$ cat src/sv/fit_pkg.sv
// Shared types and constants for the frame interval timer.
// Used by fit_div, fit_ctrl, fit_dp and frame_interval_timer; depends on nothing.

package fit_pkg;

    localparam int SAMPLES  = 64;
    localparam int HEAD_W   = (SAMPLES > 1) ? $clog2(SAMPLES) : 1;
    localparam int CNT_W    = $clog2(SAMPLES + 1);
    localparam int SUM_W    = 32 + HEAD_W;
    localparam int STEP_W   = $clog2(SUM_W + 1);
    localparam int STAMP_W  = 63;
    localparam int ACC_W    = 40;

    localparam logic [31:0] HZ_RESET = 32'd10000000;

    typedef enum logic [1:0] {
        K_TICK  = 2'd0,
        K_STOP  = 2'd1,
        K_START = 2'd2,
        K_RESET = 2'd3
    } t_kind;

    typedef struct packed {
        t_kind                kind;
        logic [STAMP_W-1:0]   stamp;
    } t_in_item;

    typedef struct packed {
        logic [31:0]          avg_frame_ticks;
        logic [15:0]          frame_rate;
        logic signed [63:0]   total_ticks;
        logic                 is_stopped;
    } t_out_item;

    typedef enum logic [3:0] {
        S_IDLE,
        S_EVT,
        S_DIFF,
        S_GATE,
        S_WSUB,
        S_WADD,
        S_DIVGO,
        S_DIV,
        S_TOT,
        S_OUT
    } t_state;

    // Commands from the controller to the datapath, at most one step per cycle.
    typedef struct packed {
        logic load;
        logic evt;
        logic diff;
        logic gate;
        logic wsub;
        logic wadd;
        logic divgo;
        logic total;
        logic out_load;
    } t_cmd;

    typedef struct packed {
        logic is_tick;
        logic stopped;
        logic cnt_zero;
        logic div_done;
    } t_stat;

endpackage

$ cat src/sv/frame_interval_timer.sv
// Top level of the frame interval timer: joins the controller and the datapath.
// Depends on fit_pkg, fit_ctrl and fit_dp.
//
// Usage:
// Each input item carries an event kind (frame tick, stop, start, reset) and the
// free-running counter stamp read at that event. Every item yields exactly one
// result item: the mean frame interval of the sample window, the frame count of
// the last completed one-second span, total running time and the stopped flag.
// The input channel takes one item at a time; stall stays high from acceptance
// until the result is loaded into the output register.
// Stop, start, reset and ticks while stopped pass the event, total and output
// states; a running tick also passes the diff, gate, window-subtract, window-add
// and divider-start states and, with samples in the window, the bit-serial
// divider that forms the window mean, one quotient bit per cycle over the sum.
// The next item is accepted the cycle after the result is registered, so the
// result may still wait on a stalled receiver while the next item is at work.
// A stalled receiver holds the result; a finished item waits for the register.
// Reset clears all timing state and sets the counter rate to 10000000 ticks per
// second; the counter rate register is written whenever i_cfg_we is high.

module frame_interval_timer
    import fit_pkg::*;
(
    input  logic        i_clk,
    input  logic        i_rst_n,
    input  logic        i_cfg_we,
    input  logic [31:0] i_cfg_wdata,
    input  logic        i_in_valid,
    output logic        o_in_stall,
    input  t_in_item    i_in_item,
    output logic        o_out_valid,
    input  logic        i_out_stall,
    output t_out_item   o_out_item
);

    t_cmd  w_cmd;
    t_stat w_stat;

    fit_ctrl u_ctrl (
        .i_clk       (i_clk),
        .i_rst_n     (i_rst_n),
        .i_in_valid  (i_in_valid),
        .o_in_stall  (o_in_stall),
        .o_out_valid (o_out_valid),
        .i_out_stall (i_out_stall),
        .i_stat      (w_stat),
        .o_cmd       (w_cmd)
    );

    fit_dp u_dp (
        .i_clk       (i_clk),
        .i_rst_n     (i_rst_n),
        .i_cfg_we    (i_cfg_we),
        .i_cfg_wdata (i_cfg_wdata),
        .i_in_item   (i_in_item),
        .i_cmd       (w_cmd),
        .o_stat      (w_stat),
        .o_out_item  (o_out_item)
    );

endmodule

$ cat src/sv/fit_div.sv
// Bit-serial restoring divider: window sum over sample count, one quotient bit per cycle.
// Depends on fit_pkg.

module fit_div
    import fit_pkg::*;
(
    input  logic              i_clk,
    input  logic              i_rst_n,
    input  logic              i_start,
    input  logic [SUM_W-1:0]  i_dividend,
    input  logic [CNT_W-1:0]  i_divisor,
    output logic              o_done,
    output logic [31:0]       o_quotient
);

    logic              r_busy;
    logic              r_done;
    logic [STEP_W-1:0] r_step;
    logic [SUM_W-1:0]  r_q;
    logic [CNT_W-1:0]  r_rem;
    logic [CNT_W-1:0]  r_div;

    logic [CNT_W:0]    w_trial;
    logic              w_fit;

    assign w_trial = {r_rem, r_q[SUM_W-1]};
    assign w_fit   = (w_trial >= {1'b0, r_div});

    always_ff @(posedge i_clk) begin
        if (!i_rst_n) begin
            r_busy <= 1'b0;
            r_done <= 1'b0;
            r_step <= '0;
        end else begin
            r_done <= 1'b0;
            if (i_start) begin
                r_busy <= 1'b1;
                r_step <= STEP_W'(SUM_W);
            end else if (r_busy) begin
                r_step <= r_step - 1'b1;
                if (r_step == STEP_W'(1)) begin
                    r_busy <= 1'b0;
                    r_done <= 1'b1;
                end
            end
        end
    end

    always_ff @(posedge i_clk) begin
        if (i_start) begin
            r_q   <= i_dividend;
            r_rem <= '0;
            r_div <= i_divisor;
        end else if (r_busy) begin
            r_q <= {r_q[SUM_W-2:0], w_fit};
            if (w_fit) begin
                r_rem <= CNT_W'(w_trial - {1'b0, r_div});
            end else begin
                r_rem <= w_trial[CNT_W-1:0];
            end
        end
    end

    // The mean never exceeds the largest sample, so the low 32 bits hold it.
    assign o_done     = r_done;
    assign o_quotient = r_q[31:0];

endmodule

$ cat src/sv/fit_ctrl.sv
// Controller state machine: sequences one item through the datapath and owns the handshakes.
// Depends on fit_pkg.

module fit_ctrl
    import fit_pkg::*;
(
    input  logic   i_clk,
    input  logic   i_rst_n,
    input  logic   i_in_valid,
    output logic   o_in_stall,
    output logic   o_out_valid,
    input  logic   i_out_stall,
    input  t_stat  i_stat,
    output t_cmd   o_cmd
);

    t_state r_state;
    t_state n_state;
    logic   r_out_valid;
    logic   n_out_valid;
    logic   w_out_free;

    assign w_out_free = !r_out_valid || !i_out_stall;

    always_comb begin
        n_state = r_state;
        case (r_state)
            S_IDLE: begin
                if (i_in_valid) n_state = S_EVT;
            end
            S_EVT: begin
                if (i_stat.is_tick && !i_stat.stopped) n_state = S_DIFF;
                else n_state = S_TOT;
            end
            S_DIFF:  n_state = S_GATE;
            S_GATE:  n_state = S_WSUB;
            S_WSUB:  n_state = S_WADD;
            S_WADD:  n_state = S_DIVGO;
            S_DIVGO: begin
                if (i_stat.cnt_zero) n_state = S_TOT;
                else n_state = S_DIV;
            end
            S_DIV: begin
                if (i_stat.div_done) n_state = S_TOT;
            end
            S_TOT:   n_state = S_OUT;
            S_OUT: begin
                if (w_out_free) n_state = S_IDLE;
            end
            default: n_state = S_IDLE;
        endcase
    end

    always_comb begin
        o_cmd          = '0;
        o_cmd.load     = (r_state == S_IDLE) && i_in_valid;
        o_cmd.evt      = (r_state == S_EVT);
        o_cmd.diff     = (r_state == S_DIFF);
        o_cmd.gate     = (r_state == S_GATE);
        o_cmd.wsub     = (r_state == S_WSUB);
        o_cmd.wadd     = (r_state == S_WADD);
        o_cmd.divgo    = (r_state == S_DIVGO);
        o_cmd.total    = (r_state == S_TOT);
        o_cmd.out_load = (r_state == S_OUT) && w_out_free;

        n_out_valid = r_out_valid;
        if (o_cmd.out_load) n_out_valid = 1'b1;
        else if (r_out_valid && !i_out_stall) n_out_valid = 1'b0;
    end

    always_ff @(posedge i_clk) begin
        if (!i_rst_n) begin
            r_state     <= S_IDLE;
            r_out_valid <= 1'b0;
        end else begin
            r_state     <= n_state;
            r_out_valid <= n_out_valid;
        end
    end

    assign o_in_stall  = (r_state != S_IDLE);
    assign o_out_valid = r_out_valid;

endmodule

$ cat src/sv/fit_dp.sv
// Datapath: time stamps, sample window memory, per-second counters and result register.
// Depends on fit_pkg and fit_div.

module fit_dp
    import fit_pkg::*;
(
    input  logic        i_clk,
    input  logic        i_rst_n,
    input  logic        i_cfg_we,
    input  logic [31:0] i_cfg_wdata,
    input  t_in_item    i_in_item,
    input  t_cmd        i_cmd,
    output t_stat       o_stat,
    output t_out_item   o_out_item
);

    localparam logic [CNT_W-1:0]  CNT_FULL = CNT_W'(SAMPLES);
    localparam logic [HEAD_W-1:0] HEAD_MAX = HEAD_W'(SAMPLES - 1);

    logic [31:0]        r_hz;
    t_kind              r_kind;
    logic [STAMP_W-1:0] r_stamp;
    logic [STAMP_W-1:0] r_last;
    logic [STAMP_W-1:0] r_cur;
    logic [STAMP_W-1:0] r_base;
    logic [STAMP_W-1:0] r_stop;
    logic [63:0]        r_paused;
    logic               r_stopped;

    logic [31:0]        r_ring [SAMPLES];
    logic [31:0]        r_ring_rd;
    logic [HEAD_W-1:0]  r_head;
    logic [CNT_W-1:0]   r_count;
    logic [SUM_W-1:0]   r_sum;
    logic [31:0]        r_avg;
    logic [15:0]        r_frames;
    logic [ACC_W-1:0]   r_accum;
    logic [15:0]        r_shown;

    logic [31:0]        r_delta;
    logic [31:0]        r_absdiff;
    logic               r_in_win;
    logic [63:0]        r_tmp;
    t_out_item          r_out;

    logic [63:0]        w_raw;
    logic [31:0]        w_delta;
    logic               w_full;
    logic               w_div_start;
    logic               w_div_done;
    logic [31:0]        w_quot;

    // A stamp below the previous one yields a borrow and measures zero.
    assign w_raw  = {1'b0, r_stamp} - {1'b0, r_last};
    assign w_full = (r_count == CNT_FULL);

    always_comb begin
        if (w_raw[63]) w_delta = '0;
        else if (|w_raw[62:32]) w_delta = '1;
        else w_delta = w_raw[31:0];
    end

    assign w_div_start = i_cmd.divgo && (r_count != '0);

    fit_div u_div (
        .i_clk      (i_clk),
        .i_rst_n    (i_rst_n),
        .i_start    (w_div_start),
        .i_dividend (r_sum),
        .i_divisor  (r_count),
        .o_done     (w_div_done),
        .o_quotient (w_quot)
    );

    always_ff @(posedge i_clk) begin
        if (i_cmd.wadd && r_in_win) r_ring[r_head] <= r_delta;
        r_ring_rd <= r_ring[r_head];
    end

    always_ff @(posedge i_clk) begin
        if (!i_rst_n) begin
            r_hz      <= HZ_RESET;
            r_last    <= '0;
            r_cur     <= '0;
            r_base    <= '0;
            r_stop    <= '0;
            r_paused  <= '0;
            r_stopped <= 1'b0;
            r_head    <= '0;
            r_count   <= '0;
            r_sum     <= '0;
            r_avg     <= '0;
            r_frames  <= '0;
            r_accum   <= '0;
            r_shown   <= '0;
        end else begin
            if (i_cfg_we) r_hz <= i_cfg_wdata;

            if (i_cmd.evt) begin
                case (r_kind)
                    K_TICK: begin
                        if (r_stopped) begin
                            r_avg <= '0;
                        end else begin
                            r_cur <= r_stamp;
                            r_last <= r_stamp;
                        end
                    end
                    K_STOP: begin
                        if (!r_stopped) begin
                            r_stop    <= r_stamp;
                            r_stopped <= 1'b1;
                        end
                    end
                    K_START: begin
                        if (r_stopped) begin
                            r_paused  <= r_paused + {1'b0, r_stamp} - {1'b0, r_stop};
                            r_last    <= r_stamp;
                            r_stop    <= '0;
                            r_stopped <= 1'b0;
                        end
                    end
                    default: begin
                        r_base    <= r_stamp;
                        r_last    <= r_stamp;
                        r_stop    <= '0;
                        r_stopped <= 1'b0;
                    end
                endcase
            end

            if (i_cmd.diff) begin
                r_accum <= r_accum + ACC_W'(r_delta);
                if (r_frames != 16'hFFFF) r_frames <= r_frames + 1'b1;
            end

            if (i_cmd.gate && (r_accum > ACC_W'(r_hz))) begin
                r_shown  <= r_frames;
                r_frames <= '0;
                r_accum  <= '0;
            end

            // The oldest sample drops out before the new one is added.
            if (i_cmd.wsub && r_in_win && w_full) begin
                r_sum <= r_sum - SUM_W'(r_ring_rd);
            end

            if (i_cmd.wadd && r_in_win) begin
                r_sum <= r_sum + SUM_W'(r_delta);
                if (!w_full) r_count <= r_count + 1'b1;
                if (r_head == HEAD_MAX) r_head <= '0;
                else r_head <= r_head + 1'b1;
            end

            if (i_cmd.divgo && (r_count == '0)) r_avg <= '0;
            if (w_div_done) r_avg <= w_quot;
        end
    end

    always_ff @(posedge i_clk) begin
        if (i_cmd.load) begin
            r_kind  <= i_in_item.kind;
            r_stamp <= i_in_item.stamp;
        end
        if (i_cmd.evt) r_delta <= w_delta;
        if (i_cmd.diff) begin
            if (r_delta >= r_avg) r_absdiff <= r_delta - r_avg;
            else r_absdiff <= r_avg - r_delta;
        end
        if (i_cmd.gate) r_in_win <= (r_absdiff < r_hz);
        if (i_cmd.total) begin
            if (r_stopped) r_tmp <= {1'b0, r_stop} - r_paused;
            else r_tmp <= {1'b0, r_cur} - r_paused;
        end
        if (i_cmd.out_load) begin
            r_out.avg_frame_ticks <= r_avg;
            r_out.frame_rate      <= r_shown;
            r_out.total_ticks     <= $signed(r_tmp - {1'b0, r_base});
            r_out.is_stopped      <= r_stopped;
        end
    end

    assign o_stat.is_tick  = (r_kind == K_TICK);
    assign o_stat.stopped  = r_stopped;
    assign o_stat.cnt_zero = (r_count == '0);
    assign o_stat.div_done = w_div_done;
    assign o_out_item      = r_out;

endmodule
$ cat config.mk
export PLATFORM = sky130hd
export DESIGN_NAME = frame_interval_timer
export DESIGN_NICKNAME = d
export VERILOG_FILES = /design/src/sv/fit_pkg.sv /design/src/sv/frame_interval_timer.sv /design/src/sv/fit_div.sv /design/src/sv/fit_ctrl.sv /design/src/sv/fit_dp.sv
export SDC_FILE = /design/constraint.sdc
export NUM_CORES = 2
export LEC_CHECK = 0
export ABC_AREA = 0
export BUFFER_PORTS_ARGS = -buffer_cell sky130_fd_sc_hd__buf_2
export CAP_MARGIN = 0
export CELL_PAD_IN_SITES_DETAIL_PLACEMENT = 0
export CELL_PAD_IN_SITES_GLOBAL_PLACEMENT = 1
export CORE_AREA = 4 4 552 554
export DETAILED_ROUTE_END_ITERATION = 8
export DIE_AREA = 0 0 556 558
export PLACE_DENSITY = 0.68
export SLEW_MARGIN = 20
export SYNTH_ARGS = -nofsm -noshare
export SYNTH_HDL_FRONTEND = slang
export SYNTH_SLANG_ARGS = --single-unit
$ cat constraint.sdc
create_clock -name i_clk -period 10.7 [get_ports i_clk]
set_clock_uncertainty 0.05 [all_clocks]
set_input_delay 2.14 -clock i_clk [delete_from_list [all_inputs] [get_ports i_clk]]
set_output_delay 2.14 -clock i_clk [all_outputs]
set_load 0.02 [all_outputs]
==> results.ini <==
[clocking]
clk_pin_slew_ns=0.06
htreeDepth=5
clock_latency_ns=0.95
cts.sinks=2956
postCtsSetupBuffers=0
clockRootBuffer=clkbuf_16
cts_resized=0
cts_buffer_depth=4
postCtsHoldBufs=0
cts_tree=yes
cts_buffers=323

[routing]
first_pass_iters=6
wirelength_met1_um=176100
wl_met2_um=185700
top_layer_used=met5
detail-route-antenna-nets=0
wl_per_cell_um=26.90
drtIter0Drc=9919
wl_met3_um=32200
num_vias=90701
route.detailed.drc=0
routed_via_density=5.988
wirelength_um=407500

[sta]
tightest_slew_ns=1.187
slew_violations=0
final.min_clock_period_ns=5.868
grt_setup_unrepaired=no
holdWs_ns=0.3790
fin_crit_sh=0.5484
hold_viol=0
maxSlewHeadroom=0.2065
fmax_ghz=0.1704
fin_setup_tns_ns=0
setup_violations=0

[worst_hold_path]
worstHoldPathType=flop to flop

[yosys]
yosysWarnings=0
syn_nets=11384
synth_edf_count=2400
syn_area_um2=131600
syn_inst=10747
synth_area_per_cell_um2=12.25
synth-seq-cells=2956
synth_seq_area_share=0.6321
synth_flop_cell=edfxtp_1
synthArstFlopShare=0
synth_cell_type_count=92

[die]
pin_count=217
die_h_um=558
rows=201
fp.coreArea_um2=299500
start_util=0.4394
die_area_um2=310200
fp.dieW_um=556

[finish]
final_cell_area_um2=148500
drive_gt1_frac=0.09878
syn2layout_area_growth_pct=12.79
nets=11561
instances_no_fill=15147

[power_and_ir_drop]
seq_power_share=0.477
cell_internal_pwr_mw=20.26
fin_total_pwr_mw=27.17
p_leak_nw=51.08
irDropWorstVdd_v=0.0001415
switching_power_mw=6.912
power_density_nw_per_um2=183.0
comb_power_share=0.119
clockPowerShare=0.404
swShare=0.2544

[worst_setup_path]
arrival_ns=6.43
crit_type=flop to flop
end_kind=flop
cpPeakStageDelay_ns=0.66
cp_slowest_cell=buf_4
cp_top_family=compound AO/OA/AOI/OAI gates
cp.required_ns=11.26
path_max_fanout=62
critPathBufInv=2
cp_cell_sequence=buf_4 -> mux2_2 -> ha_1 -> nand4_1 -> nor3_1 -> o311ai_0 -> a31oi_1 -> a21oi_1 -> o41ai_1 -> buf_4 -> a41oi_1 -> o211ai_1 -> a21oi_1 -> o21ai_0 -> xor2_1
cp-start-kind=flop

[grt]
grt_overflow_total=0
grtUsageTotal=0.2550
grt_max_degree=114
grt_pass1_vias=88434
antenna_found_initial=17
grt_pass1_wl_um=596100

[place]
place_inst=14554
gp_congestion=0.9202
placed_area_um2=138000
dpl.hpwl_um=251600
portBuffers=216

[run]
drv_cap=0

[status]
status=finished clean

power groups by stage:
stage / logic (mW) / clock network, mW / registers [mW]
6_report: 3.23 / 11.0 / 13.0
5_1_grt: 3.54 / 11.6 / 13.0
4_1_cts: 3.19 / 11.2 / 13.0
3_5_place_dp: 3.17 / 0 / 13.2
3_3_place_gp: 3.14 / 0 / 13.2
2_1_floorplan: 2.07 / 0 / 13.3
layer usage:
layer  track usage  vias up
met4       0.08055        4
met2        0.4052     3543
met5             0        -
met3       0.04421      582
li1              -    41033
met1        0.3573    45539
synthesized netlist by cell type, types with 31 or more instances:
cell type	instances	area (µm²)
a211oi_1	60	450.4
a21boi_0	38	285.3
a21o_1	205	1539
a21oi_1	883	4419
a221oi_1	210	1839
a22o_1	203	1778
a22oi_1	660	4955
a31oi_1	250	1564
and2_1	47	294.0
and3_1	42	262.8
buf_1	74	277.8
clkbuf_1	498	1869
dfxtp_1	556	11130
edfxtp_1	2400	72070
fa_1	71	1421
ha_1	464	5806
inv_1	593	2226
mux2_2	65	732.0
mux2i_1	60	600.6
nand2_1	1069	4013
nand2b_1	58	362.9
nand3_1	213	1066
nand4_1	148	925.9
nor2_1	474	1779
nor2b_1	61	381.6
nor3_1	123	615.6
nor4_1	55	344.1
o211ai_1	31	232.7
o21a_1	59	442.9
o21ai_0	346	1732
o21bai_1	56	420.4
or3_1	32	200.2
xnor2_1	221	1936
xor2_1	141	1235
through the flow:
step                      setup WS (ns)    util
after detailed placement          4.845  0.4609
final                             4.832  0.4957
after global routing              4.441  0.4957
after CTS                         4.854  0.4955
after global placement            4.778  0.4608
after floorplan                   2.421       -
final cells by class:
cell class / count / area [µm²]
Antenna cell: 2 / 5.005
Clock buffer: 443 / 8821
Clock inverter: 145 / 1539
Fill cell: 26151 / 151100
Inverter: 595 / 2241
Multi-Input combinational cell: 6617 / 44810
Sequential cell: 2956 / 83200
Tap cell: 3958 / 4952
Timing Repair Buffer: 431 / 2892
placed cells by master (no fill, tap or decap), types with 250 or more instances in the layout:
| cell | count |
|---|---|
| edfxtp_1 | 2400 |
| inv_1 | 592 |
| a31oi_1 | 250 |
| nand2_1 | 1065 |
| clkbuf_16 | 329 |
| a21oi_1 | 881 |
| a22oi_1 | 660 |
| dfxtp_1 | 555 |
| ha_1 | 464 |
| o21ai_0 | 346 |
| nor2_1 | 405 |
kinds of logic (layout without fill, tap and decap cells):
kind of cell,after synthesis,after routing,share of synthesized area
buffers and inverters,1174,1614,0.03369
AO/OA/AOI/OAI,3186,3186,0.1619
adder cells (fa/ha/maj),535,535,0.05491
other,0,2,0
flip-flops,2956,2956,0.6321
multiplexers,125,125,0.01012
XOR/XNOR,362,362,0.02409
AND/OR/NAND/NOR,2409,2409,0.08320
worst reg2reg max path, cell delays in order (launching register included):
cell      delay [ns]
dfxtp_4         0.42
buf_4           0.66
mux2_2          0.49
ha_1            0.40
nand4_1         0.25
nor3_1          0.37
o311ai_0        0.33
a31oi_1         0.46
a21oi_1         0.35
o41ai_1         0.35
buf_4           0.21
a41oi_1         0.34
o211ai_1        0.42
a21oi_1         0.16
o21ai_0         0.26
xor2_1          0.10
flip-flops by register name, indices dropped and copies added (netlist names), 7 cells and up:
register	flops
u_dp.r_hz	32
u_dp.u_div.r_q	38
u_dp.r_stop	63
u_dp.r_accum	40
u_dp.u_div.r_rem	7
u_dp.r_last	63
u_dp.r_absdiff	32
u_dp.r_avg	32
u_dp.r_stamp	63
u_dp.r_shown	16
u_dp.r_ring_rd	32
u_dp.r_sum	38
u_dp.u_div.r_div	7
u_dp.r_delta	32
u_dp.r_base	63
u_dp.r_count	7
u_dp.r_paused	64
u_dp.r_frames	16
u_dp.r_ring	2048
u_dp.r_cur	63
u_dp.o_out_item	113
u_dp.r_tmp	64
final timing paths:
kind	start	cells past startpoint	endpoint	slack [ns]
worst max-delay path	u_dp.r_stopped	15	u_dp.r_tmp[59]	4.83
worst min-delay path	u_dp.r_shown[8]	0	u_dp.o_out_item[73]	0.38
worst max register to register	u_dp.r_stopped	15	u_dp.r_tmp[59]	4.83
worst min register to register	u_dp.r_shown[8]	0	u_dp.o_out_item[73]	0.38
Note: power is estimated with default switching activity, not from simulation.
